[src/hw/rtl/wpid_pkg.sv]
// wpid_pkg: shared types, widths, register indexes and lane helpers
// for the three-axis windowed-integral PID block.
// No dependencies.
package wpid_pkg;

	// item and lane widths
	localparam int AXES       = 3;
	localparam int DATA_W     = 32;
	localparam int GAIN_W     = 16;
	localparam int CFG_W      = 48;
	localparam int CFG_IDX_W  = 2;
	localparam int WINDOW_DEF = 10;

	// clamp magnitude is a Q8.8 lane moved up to Q16.16
	localparam int LIM_W   = GAIN_W + 8;
	localparam int INTEG_W = LIM_W + 1;

	// product widths and the Q26.24 accumulator
	localparam int PROD_W  = GAIN_W + DATA_W;
	localparam int PRODI_W = GAIN_W + INTEG_W;
	localparam int ACC_W   = PROD_W + 2;
	localparam int RND_W   = ACC_W - 8;

	// register indexes
	localparam logic [CFG_IDX_W-1:0] REG_PROP  = 2'd0;
	localparam logic [CFG_IDX_W-1:0] REG_INTEG = 2'd1;
	localparam logic [CFG_IDX_W-1:0] REG_DERIV = 2'd2;
	localparam logic [CFG_IDX_W-1:0] REG_LIMIT = 2'd3;

	// 1.0 in every lane
	localparam logic [CFG_W-1:0] LIMIT_RESET = 48'h0100_0100_0100;

	typedef struct packed {
		logic signed [DATA_W-1:0] target_x;
		logic signed [DATA_W-1:0] target_y;
		logic signed [DATA_W-1:0] target_z;
		logic signed [DATA_W-1:0] meas_x;
		logic signed [DATA_W-1:0] meas_y;
		logic signed [DATA_W-1:0] meas_z;
		logic signed [DATA_W-1:0] speed_x;
		logic signed [DATA_W-1:0] speed_y;
		logic signed [DATA_W-1:0] speed_z;
	} sample_t;

	typedef struct packed {
		logic signed [DATA_W-1:0] drive_x;
		logic signed [DATA_W-1:0] drive_y;
		logic signed [DATA_W-1:0] drive_z;
		logic [AXES-1:0]          clipped;
	} result_t;

	// per-axis operands handed from the window stage to the multipliers
	typedef struct packed {
		logic signed [DATA_W-1:0]  err;
		logic signed [INTEG_W-1:0] integ;
		logic signed [DATA_W-1:0]  vel;
	} axis_term_t;

	// one 16-bit lane of a packed register, x lowest
	function automatic logic [GAIN_W-1:0] lane(input logic [CFG_W-1:0] r, input int axis);
		lane = r[axis*GAIN_W +: GAIN_W];
	endfunction

endpackage

[src/hw/rtl/wpid_axis_mac.sv]
// wpid_axis_mac: one axis of gain multiplies, then sum, rounding and saturation.
// Products are registered; the drive is formed from the product registers.
// Depends on wpid_pkg.
module wpid_axis_mac
	import wpid_pkg::*;
(
	input  logic                     clk,
	input  logic                     en,
	input  axis_term_t               term,
	input  logic signed [GAIN_W-1:0] kp,
	input  logic signed [GAIN_W-1:0] ki,
	input  logic signed [GAIN_W-1:0] kd,
	output logic signed [DATA_W-1:0] drive,
	output logic                     clip
);

	logic signed [PROD_W-1:0]  prod_p, prod_d, prod_p_s3, prod_d_s3;
	logic signed [PRODI_W-1:0] prod_i, prod_i_s3;
	logic signed [ACC_W-1:0]   acc, acc_r;
	logic signed [RND_W-1:0]   rnd;
	logic [RND_W-DATA_W:0]     top_bits;

	// gain multiplies
	assign prod_p = kp * term.err;
	assign prod_i = ki * term.integ;
	assign prod_d = kd * term.vel;

	always_ff @(posedge clk) begin
		if (en) begin
			prod_p_s3 <= prod_p;
			prod_i_s3 <= prod_i;
			prod_d_s3 <= prod_d;
		end
	end

	// q26.24 total, round half up to q16.16
	assign acc = {{(ACC_W-PROD_W){prod_p_s3[PROD_W-1]}}, prod_p_s3}
		+ {{(ACC_W-PRODI_W){prod_i_s3[PRODI_W-1]}}, prod_i_s3}
		- {{(ACC_W-PROD_W){prod_d_s3[PROD_W-1]}}, prod_d_s3};
	assign acc_r    = acc + ACC_W'(128);
	assign rnd      = acc_r[ACC_W-1:8];
	assign top_bits = rnd[RND_W-1:DATA_W-1];

	// saturate to 32 bits
	always_comb begin
		if (top_bits == '0 || top_bits == '1) begin
			drive = rnd[DATA_W-1:0];
			clip  = 1'b0;
		end else begin
			drive = rnd[RND_W-1] ? {1'b1, {(DATA_W-1){1'b0}}} : {1'b0, {(DATA_W-1){1'b1}}};
			clip  = 1'b1;
		end
	end

endmodule
[config.mk]
export PLATFORM = sky130hd
export DESIGN_NAME = wpid_axis_mac
export DESIGN_NICKNAME = d
export VERILOG_FILES = /design/src/hw/rtl/wpid_pkg.sv /design/src/hw/rtl/wpid_axis_mac.sv
export SDC_FILE = /design/constraint.sdc
export NUM_CORES = 2
export LEC_CHECK = 0
export BUFFER_PORTS_ARGS = -buffer_cell sky130_fd_sc_hd__buf_4
export CAP_MARGIN = 20
export CORE_UTILIZATION = 30
export DETAILED_ROUTE_END_ITERATION = 12
export PLACE_DENSITY = 0.52
export REMOVE_ABC_BUFFERS = 1
export SETUP_SLACK_MARGIN = 0.15
export SLEW_MARGIN = 5
export SYNTH_ARGS = -nofsm -noshare
export SYNTH_HDL_FRONTEND = slang
export SYNTH_SLANG_ARGS = --single-unit
[constraint.sdc]
create_clock -name clk -period 8.2 [get_ports clk]
set_input_delay 0 -clock clk [delete_from_list [all_inputs] [get_ports clk]]
set_output_delay 0 -clock clk [all_outputs]
set_load 0.005 [all_outputs]
==> run metrics <==
critical path endpoint category output pin; number of global-route vias before repair 46502; TritonCTS clock tree yes; adder-cell share of the synthesized area a little under three fifths; number of buffer and inverter instances along the worst setup path 4; die footprint 197000 um2; Cell Area, Synth 58700 um2; total via count after detailed routing between 40000 and 50000; Core ar. slightly below 200000 um2; data arrival time at the worst-slack endpoint 6.98 ns; Worst-Margin Slew around 0.89 ns; synth top area cells fa_1, inv_1, ha_1, edfxtp_1, and2_1; outcome complete, no violations; sequential element share of the synthesized area approximately 7.0%; post-synthesis mux area share less than 1%; count leader, synth inv_1; fill cell instance count of the final layout around 20000; number of different library cells in the post-synthesis netlist 79; FFs w/ async S/R, synth 0%; worst endpoint required time slightly above 8 ns; share of final-layout standard cells stronger than drive strength 1 approximately 3.5%; post-cts repair resize count 0; violation count after the first detailed-route iteration 1982; # IOs 172; setup_tns 0 ns; Post-Syn Instances around 6400; cell-by-cell trace of the critical path inv_1 -> fa_1 -> inv_1 -> ha_1 -> ha_1 -> nand4_1 -> or4_4 -> a211o_1 -> o211ai_2 -> o211ai_1 -> a31oi_1 -> o211ai_1 -> nand2_1 -> xor2_4 -> clkinv_1 -> and2_1 -> a211oi_1 -> buf_4; critical path type register to output pin; simple-gate portion of the synthesized area approximately 15%; time the worst path needs with I/O delays and setup 6.98 ns; initial cell density of the core a little under a third; Row Count roughly 160; cts bufs inserted 17; overall routed net length 159 mm; wire length of the first global-routing pass approximately 260 mm; number of register bits inferred by synthesis 137; slowest stage cell on the critical path a211oi_1; warning count from the yosys run 0; setup repair after global routing missed its margin no; H-tree levels 4; number of buffers on the longest clock path 2; number of vias per cell ~4.7; post-synthesis share of cell area spent on xor and xnor gates between 2 and 3%; post-DR wirelength/cell between 15 and 20 um; Root Buffer Master clkbuf_16; nets roughly 8400; total of endpoints with negative setup slack in the final report 0; DP Wirelength about 130 mm; Max Fclk around 140 MHz; Avg Inst Size Synth around 9.1 um2; commonest cells in the synthesized netlist inv_1, fa_1, nand2_1; number of hold violations in the final report 0; remaining global-route overflow 0; total DRC errors in the routed layout 0; hold wc startpoint term[57]; final estimated routing congestion in global placement 0.870; iteration count of the initial detailed-routing pass 8; area occupied by multi-input gates 47200 um2; area of all sequential standard cells 4110 um2; area fraction of the dominant cell type after synthesis 48.0%; Slew Limit Headroom about two fifths; antenna-violating nets left 0; height of the die 444 um; Max Transition Viols Final 0; worst hold stages 2; nature of the critical path startpoint register; quantity of hold-fixing buffers added after cts 0; count of buffers added by post-CTS timing repair for setup 0; most instantiated flip-flop cell in the synthesis netlist edfxtp_1; path category of the worst min-delay check primary input to register; Synth Area in Compound Gates under 10%; Worst path max stage delay between 0.7 and 0.8 ns; final critical-path share of the clock period a little under nine tenths; Worst Hold Path EP prod_p_s3[0]; antenna violations before repair 7; pin count of the biggest net entering global routing 77; die width approximately 440 um; largest family of logic cells by synthesized area adder cells; clock-pin transition on the worst setup and hold timing paths around 0.07 ns; count of flip-flops with a built-in enable after synthesis between 100 and 150; Buffers on Ports around 170; largest fanout on the critical path 26; largest area contributor in the netlist fa_1; overall fraction of global-route tracks in use 16.8%; Crit path max-delay family compound AO/OA/AOI/OAI gates; relative area change from synthesis to final layout 7.08%; number of sinks on the clock net between 100 and 150; max cap viols 0
## routing by layer
metal  GRT usage (%)  vias up  wire length (um)
li1                -    18786                 -
met5               0        -                 0
met4            4.95        0              5050
met3            1.33      169              5290
met2            29.8      799             80700
met1            21.6    21953             68200
## state kept, by name, summed over array words and instances (netlist names)
signal / flops
prod_d_s3: 48
prod_p_s3: 48
prod_i_s3: 41
## worst max path at each step
stage,startpoint,endpoint,slack [ns],cells past startpoint
global route,prod_p_s3[22],drive[11],0.98,18
CTS,prod_p_s3[22],drive[7],1.29,18
floorplan,kp[15],prod_p_s3[40],2.07,20
global placement,ki[7],prod_i_s3[40],1.13,23
finish,prod_p_s3[22],drive[7],1.22,18
detailed placement,ki[1],prod_i_s3[40],1.16,22
## final cells by class
| type | instances | area share, % |
|---|---|---|
| diodes | 7 | 0.0279 |
| clock buffers | 19 | 0.689 |
| clock inverters | 13 | 0.193 |
| inverters | 1730 | 10.3 |
| multi-input cells | 4327 | 75.0 |
| flip-flops and latches | 137 | 6.54 |
| well taps | 2542 | 5.06 |
| repair buffers | 178 | 2.13 |
## placed cells by master, fill, tap and decap left out, types with 21 or more instances in the layout
master and n:
inv_1 1727, fa_1 1407, nand2_1 864, and2_1 563
ha_1 424, buf_4 177, a21oi_1 156, nor2_1 155
xnor2_1 139, edfxtp_1 137, a21o_1 101, o21ai_0 67
xor2_1 49, nand2b_1 36, nand3_1 33, nor3_1 33
o21bai_1 29, nand4_1 25, a31oi_1 23, o21a_1 21
## cell families (layout without fill, tap and decap cells)
family	after synthesis	count (layout)
AND/OR/NAND/NOR	1792	1792
adder cells (fa/ha/maj)	1831	1831
XOR/XNOR	189	189
buffers and inverters	1978	1940
flip-flops	137	137
AO/OA/AOI/OAI	512	512
multiplexers	3	3
other	0	7
## per-stage QoR
step                std cells  utilization (%)  worst slack [ns]  area [um2]  hold slack, ns
finish                   8953             32.3              1.22       62900          0.0226
CTS                      8946             32.3              1.29       62800         0.00182
global route             8951             32.3             0.984       62900          0.0247
detailed placement       8914             32.0              1.16       62300           0.481
floorplan                6194                -              2.07       57800           0.112
global placement         8914             32.0              1.13       62300           0.485
Power is not shown: default switching activity piles up to over one toggle a cycle in this logic, so the estimate is an artifact.
