===== src/hw/rtl/wpid_pkg.sv =====
// wpid_pkg: shared types, widths, register indexes and lane helpers
// for the three-axis windowed-integral PID block.
// No dependencies.
package wpid_pkg;

	// item and lane widths
	localparam int AXES       = 3;
	localparam int DATA_W     = 32;
	localparam int GAIN_W     = 16;
	localparam int CFG_W      = 48;
	localparam int CFG_IDX_W  = 2;
	localparam int WINDOW_DEF = 10;

	// clamp magnitude is a Q8.8 lane moved up to Q16.16
	localparam int LIM_W   = GAIN_W + 8;
	localparam int INTEG_W = LIM_W + 1;

	// product widths and the Q26.24 accumulator
	localparam int PROD_W  = GAIN_W + DATA_W;
	localparam int PRODI_W = GAIN_W + INTEG_W;
	localparam int ACC_W   = PROD_W + 2;
	localparam int RND_W   = ACC_W - 8;

	// register indexes
	localparam logic [CFG_IDX_W-1:0] REG_PROP  = 2'd0;
	localparam logic [CFG_IDX_W-1:0] REG_INTEG = 2'd1;
	localparam logic [CFG_IDX_W-1:0] REG_DERIV = 2'd2;
	localparam logic [CFG_IDX_W-1:0] REG_LIMIT = 2'd3;

	// 1.0 in every lane
	localparam logic [CFG_W-1:0] LIMIT_RESET = 48'h0100_0100_0100;

	typedef struct packed {
		logic signed [DATA_W-1:0] target_x;
		logic signed [DATA_W-1:0] target_y;
		logic signed [DATA_W-1:0] target_z;
		logic signed [DATA_W-1:0] meas_x;
		logic signed [DATA_W-1:0] meas_y;
		logic signed [DATA_W-1:0] meas_z;
		logic signed [DATA_W-1:0] speed_x;
		logic signed [DATA_W-1:0] speed_y;
		logic signed [DATA_W-1:0] speed_z;
	} sample_t;

	typedef struct packed {
		logic signed [DATA_W-1:0] drive_x;
		logic signed [DATA_W-1:0] drive_y;
		logic signed [DATA_W-1:0] drive_z;
		logic [AXES-1:0]          clipped;
	} result_t;

	// per-axis operands handed from the window stage to the multipliers
	typedef struct packed {
		logic signed [DATA_W-1:0]  err;
		logic signed [INTEG_W-1:0] integ;
		logic signed [DATA_W-1:0]  vel;
	} axis_term_t;

	// one 16-bit lane of a packed register, x lowest
	function automatic logic [GAIN_W-1:0] lane(input logic [CFG_W-1:0] r, input int axis);
		lane = r[axis*GAIN_W +: GAIN_W];
	endfunction

endpackage


===== src/hw/rtl/wpid_window.sv =====
// wpid_window: position error, sliding-window error sums and integral clamp.
// Holds the error history ring, running sums and ring pointer.
// Depends on wpid_pkg.
module wpid_window
	import wpid_pkg::*;
#(
	parameter int WINDOW = WINDOW_DEF
) (
	input  logic                     clk,
	input  logic                     arst_n,
	input  logic                     advance,
	input  sample_t                  sample,
	input  logic [CFG_W-1:0]         limits,
	output axis_term_t [AXES-1:0]    terms
);

	localparam int SUM_W  = DATA_W + 1 + $clog2(WINDOW);
	localparam int SLOT_W = (WINDOW > 1) ? $clog2(WINDOW) : 1;
	localparam logic [SLOT_W-1:0] LAST_SLOT = SLOT_W'(WINDOW - 1);

	logic [AXES-1:0][DATA_W-1:0] tgt, meas, spd;
	logic [AXES-1:0][DATA_W-1:0] err_row, old_row;

	// history ring, one row holds all three axes
	logic [AXES-1:0][DATA_W-1:0] hist_mem [WINDOW];
	logic [AXES-1:0][DATA_W-1:0] rd_row_q, fwd_row_q;
	logic                        fwd_q;
	logic                        wrapped_q;
	logic [SLOT_W-1:0]           slot_q, slot_nxt, rd_addr;

	logic signed [SUM_W-1:0] sum_q   [AXES];
	logic signed [SUM_W-1:0] sum_nxt [AXES];
	logic signed [SUM_W-1:0] lim_ext [AXES];
	logic signed [SUM_W-1:0] lim_neg [AXES];
	logic signed [DATA_W:0]  diff    [AXES];

	assign tgt  = {sample.target_z, sample.target_y, sample.target_x};
	assign meas = {sample.meas_z, sample.meas_y, sample.meas_x};
	assign spd  = {sample.speed_z, sample.speed_y, sample.speed_x};

	// ring pointer and read address for the next item
	assign slot_nxt = (slot_q == LAST_SLOT) ? '0 : slot_q + SLOT_W'(1);
	assign rd_addr  = advance ? slot_nxt : slot_q;

	// entry leaving the window, zero until the ring has been filled once
	assign old_row = !wrapped_q ? '0 : (fwd_q ? fwd_row_q : rd_row_q);

	// error, sum update and clamp per axis
	always_comb begin
		for (int a = 0; a < AXES; a++) begin
			diff[a] = {tgt[a][DATA_W-1], tgt[a]} - {meas[a][DATA_W-1], meas[a]};
			if (diff[a][DATA_W] != diff[a][DATA_W-1]) begin
				err_row[a] = diff[a][DATA_W] ? {1'b1, {(DATA_W-1){1'b0}}}
					: {1'b0, {(DATA_W-1){1'b1}}};
			end else begin
				err_row[a] = diff[a][DATA_W-1:0];
			end
			sum_nxt[a] = sum_q[a]
				- {{(SUM_W-DATA_W){old_row[a][DATA_W-1]}}, old_row[a]}
				+ {{(SUM_W-DATA_W){err_row[a][DATA_W-1]}}, err_row[a]};
			lim_ext[a] = {{(SUM_W-LIM_W){1'b0}}, lane(limits, a), 8'h00};
			lim_neg[a] = -lim_ext[a];
			terms[a].err = err_row[a];
			terms[a].vel = spd[a];
			if (sum_nxt[a] > lim_ext[a]) begin
				terms[a].integ = lim_ext[a][INTEG_W-1:0];
			end else if (sum_nxt[a] < lim_neg[a]) begin
				terms[a].integ = lim_neg[a][INTEG_W-1:0];
			end else begin
				terms[a].integ = sum_nxt[a][INTEG_W-1:0];
			end
		end
	end

	// running sums, pointer and fill state
	always_ff @(posedge clk or negedge arst_n) begin
		if (!arst_n) begin
			for (int a = 0; a < AXES; a++) sum_q[a] <= '0;
			slot_q    <= '0;
			wrapped_q <= 1'b0;
			fwd_q     <= 1'b0;
		end else begin
			fwd_q <= advance && (slot_q == rd_addr);
			if (advance) begin
				for (int a = 0; a < AXES; a++) sum_q[a] <= sum_nxt[a];
				slot_q <= slot_nxt;
				if (slot_q == LAST_SLOT) wrapped_q <= 1'b1;
			end
		end
	end

	// history memory with registered read and write-through bypass
	always_ff @(posedge clk) begin
		if (advance) hist_mem[slot_q] <= err_row;
		rd_row_q  <= hist_mem[rd_addr];
		fwd_row_q <= err_row;
	end

endmodule


===== config.mk =====
export PLATFORM = sky130hd
export DESIGN_NAME = wpid_window
export DESIGN_NICKNAME = d
export VERILOG_FILES = /design/src/hw/rtl/wpid_pkg.sv /design/src/hw/rtl/wpid_window.sv
export SDC_FILE = /design/constraint.sdc
export NUM_CORES = 2
export LEC_CHECK = 0
export BUFFER_PORTS_ARGS = -buffer_cell sky130_fd_sc_hd__buf_2
export CORE_ASPECT_RATIO = 1.5
export CORE_MARGIN = 2
export CORE_UTILIZATION = 55
export DETAILED_ROUTE_END_ITERATION = 10
export GPL_ROUTABILITY_DRIVEN = 0
export PLACE_DENSITY_LB_ADDON = 0.05
export SETUP_SLACK_MARGIN = 0.1
export SLEW_MARGIN = 20
export SYNTH_ARGS = -nofsm -noshare
export SYNTH_HDL_FRONTEND = slang
export SYNTH_SLANG_ARGS = --single-unit

===== constraint.sdc =====
create_clock -name clk -period 13.5 [get_ports clk]
set_clock_uncertainty 0.1 [all_clocks]
set_input_delay 0.675 -clock clk [delete_from_list [all_inputs] [get_ports clk]]
set_output_delay 0.675 -clock clk [all_outputs]
set_load 0.02 [all_outputs]

==> impl_metrics.toml <==
[worst_setup_path]
r2r_start = "fwd_q"
worstSetupPathType = "primary input to primary output"
crit_required_ns = 12.73
rrSetupSlack_ns = 7.65
worstPathArrival_ns = 12.01
crit_fanout = 19
max_stage_delay_ns = 0.99
crit_slowest_cell = "o21ai_0"
reg2reg_to = "sum_q[104]"
critPathLaunchType = "primary input"
r2r_cells = 15
cp-end-kind = "primary output"

[timing]
period_minus_slack_ns = 12.78
worstMarginPinSlew_ns = 1.25
hold_violations = 0
drv_slew = 0
fin_hold_ws_ns = 0.362
finalSetupViolCount = 0
fmax_ghz = 0.0782
setup_slack_ns = 0.716
timing.setup.tns_ns = 0
rsz0062_at_grt = "no"
period_share = 0.947
max_slew_margin = 0.161

[logic_synthesis]
yosys_warnings = 0
synth_seq_cells = 1269
yosysTopAreaCell = "edfxtp_1"
netlist_instances = 5436
synthDistinctLibCells = 92
post_synth.cell_area_avg_um2 = 12.4
syn_area_um2 = 67500
async_reset_ff_frac = 0.0922
synth.top_cells.by_area = "edfxtp_1 (43%), ha_1 (6.4%), mux4_2 (6.4%), dfxtp_1 (5.7%), dfrtp_1 (4.3%)"
seq_area_frac_synth = 0.528
synth_flop_cell = "edfxtp_1"
syn-num-nets = 6233
synth.top_cell.area_share = 0.427
synth_edf_count = 960

[placed_design]
place_worst_setup_slack_ns = 0.598
port_buffers = 413
dp.cells = 7268
place_hpwl_mm = 125

[cts]
path_clk_slew_ns = 0.06
cts.sinks = 1269
cts_tree = "yes"
cts_buffer_depth = 3
cts_inserted_buffers = 115
insertion_delay_ns = 0.73
clockRootBuffer = "clkbuf_16"
cts_max_level = 3

[floorplanning]
core-area_um2 = 122000
start_util = 0.553
dieHeight_um = 433
fp.dieW_um = 290
num_io_pins = 606
rows = 157
die_area_um2 = 126000

[detailed_routing]
drt_first_pass_iters = 6
wl_per_cell_um = 24.3
wl_met3_mm = 8.31
ant_nets = 0
viasPerCell = 6.13
route.detailed.drc = 0
drt-total-wl_mm = 182
initialDrtViolationCount = 2727
num_vias = 46000
wl_met1_mm = 71.6
met2WireLength_mm = 94.7
routed.top_layer = "met5"

[global_routing]
grt_pass1_vias = 46700
grt_pass1_wl_mm = 277
gr-total-overflow = 0
antenna_found_initial = 1
grt_max_degree = 137
groute.usage.overall = 0.288

[cells_and_area]
fillers = 9677
final_layout_size_suffix_gt1_frac = 0.201
nets = 6597
syn2layout_area_growth_pct = 11.8
final_cells = 7495

[status]
status = "completed"

[hold_path]
min_path_type = "primary input to async pin"

[job]
cap_violations = 0
[how the worst max path moves through the flow]
stage                            from        endpoint  slack, ns  cells after the start
after global placement    sample[129]      terms[142]       0.81                     43
final                     sample[129]      terms[129]       0.72                     43
after detailed placement  sample[129]      terms[130]       0.60                     43
after global routing      sample[161]       terms[40]       0.16                     44
after floorplan               advance  hist_mem[3][0]       1.64                      3
after CTS                 sample[129]      terms[130]       0.56                     43
[cell usage after synthesis, types with 46 or more instances]
master,instances
buf_4,96
nor2b_1,52
nand4_1,46
nand2b_1,46
nor2_1,210
a211oi_1,137
xnor2_1,130
o21ai_0,237
ha_1,347
dfrtp_1,117
mux2i_1,60
clkbuf_1,182
o21a_1,51
inv_1,327
nand3_1,59
mux2_2,157
fa_1,111
and2_1,127
nand2_1,452
nor3_1,96
edfxtp_1,960
a21oi_1,215
a21o_1,125
xor2_1,67
mux4_2,192
dfxtp_1,192
a31oi_1,123
[worst max-delay path: cells and delay by family]
| kind | cells | cell delay (ns) |
|---|---|---|
| multiplexers | 1 | 0.23 |
| AO/OA/AOI/OAI | 20 | 5.20 |
| AND/OR/NAND/NOR | 12 | 3.51 |
| buffers and inverters | 5 | 0.64 |
| adder cells (fa/ha/maj) | 5 | 1.70 |
[kinds of logic after synthesis]
family	Yosys count	synth area share
other	1	0.0000556
buffers and inverters	655	0.0424
flip-flops	1269	0.528
multiplexers	409	0.0992
AO/OA/AOI/OAI	1197	0.117
adder cells (fa/ha/maj)	460	0.0976
XOR/XNOR	197	0.0256
AND/OR/NAND/NOR	1248	0.0904
[placed cells by master, fill, tap and decap left out, types with 115 or more instances in the layout]
cell type / count
xnor2_1: 129
nand2_1: 451
inv_1: 326
ha_1: 347
buf_2: 411
a211oi_1: 137
and2_1: 126
edfxtp_1: 960
mux2_2: 157
nor2_1: 208
dfxtp_1: 192
mux4_2: 192
o21ai_0: 202
buf_4: 154
a21oi_1: 215
dfrtp_1: 115
clkbuf_16: 120
a21o_1: 123
a31oi_1: 122
[routing by layer]
metal / vias to the layer above / GRT usage
li1: 21000 / -
met1: 23100 / 0.345
met2: 1446 / 0.525
met3: 378 / 0.0343
met4: 2 / 0.122
met5: - / 0.00310
[per-stage QoR]
step / instance area, um2 / util
finish: 75400 / 0.618
global route: 75400 / 0.618
CTS: 75300 / 0.618
detailed placement: 71300 / 0.585
global placement: 71300 / 0.585
floorplan: 67500 / -
[final cells by class]
class / count / area (um2) / share of cell area
Timing Repair Buffer: 573 / 3330 / 0.0442
Inverter: 329 / 1240 / 0.0165
Clock inverter: 74 / 826 / 0.0109
Sequential cell: 1269 / 35600 / 0.472
Clock buffer: 145 / 3180 / 0.0421
Tap cell: 1590 / 1990 / 0.0264
Antenna cell: 3 / 7.51 / 0.0000995
Multi-Input combinational cell: 3512 / 29300 / 0.388
[repair_timing]
action | 4_1_cts | 5_1_grt
hold buffers | 1 | 0
buffers inserted | 0 | 3
hold endpoints to repair | 38 | 0
resized for setup | 0 | 7
setup endpoints to repair | 0 | 50
[registers in the layout, summed over array words and instances, names as in the netlist]
| register | count |
|---|---|
| rd_row_q | 96 |
| hist_mem | 960 |
| sum_q | 111 |
| fwd_row_q | 96 |
| wrapped_q | 1 |
| slot_q | 4 |
| fwd_q | 1 |
Power is left out: the tool's default activity adds up to more than one toggle a clock period on the data nets, which glitch-free logic cannot reach.
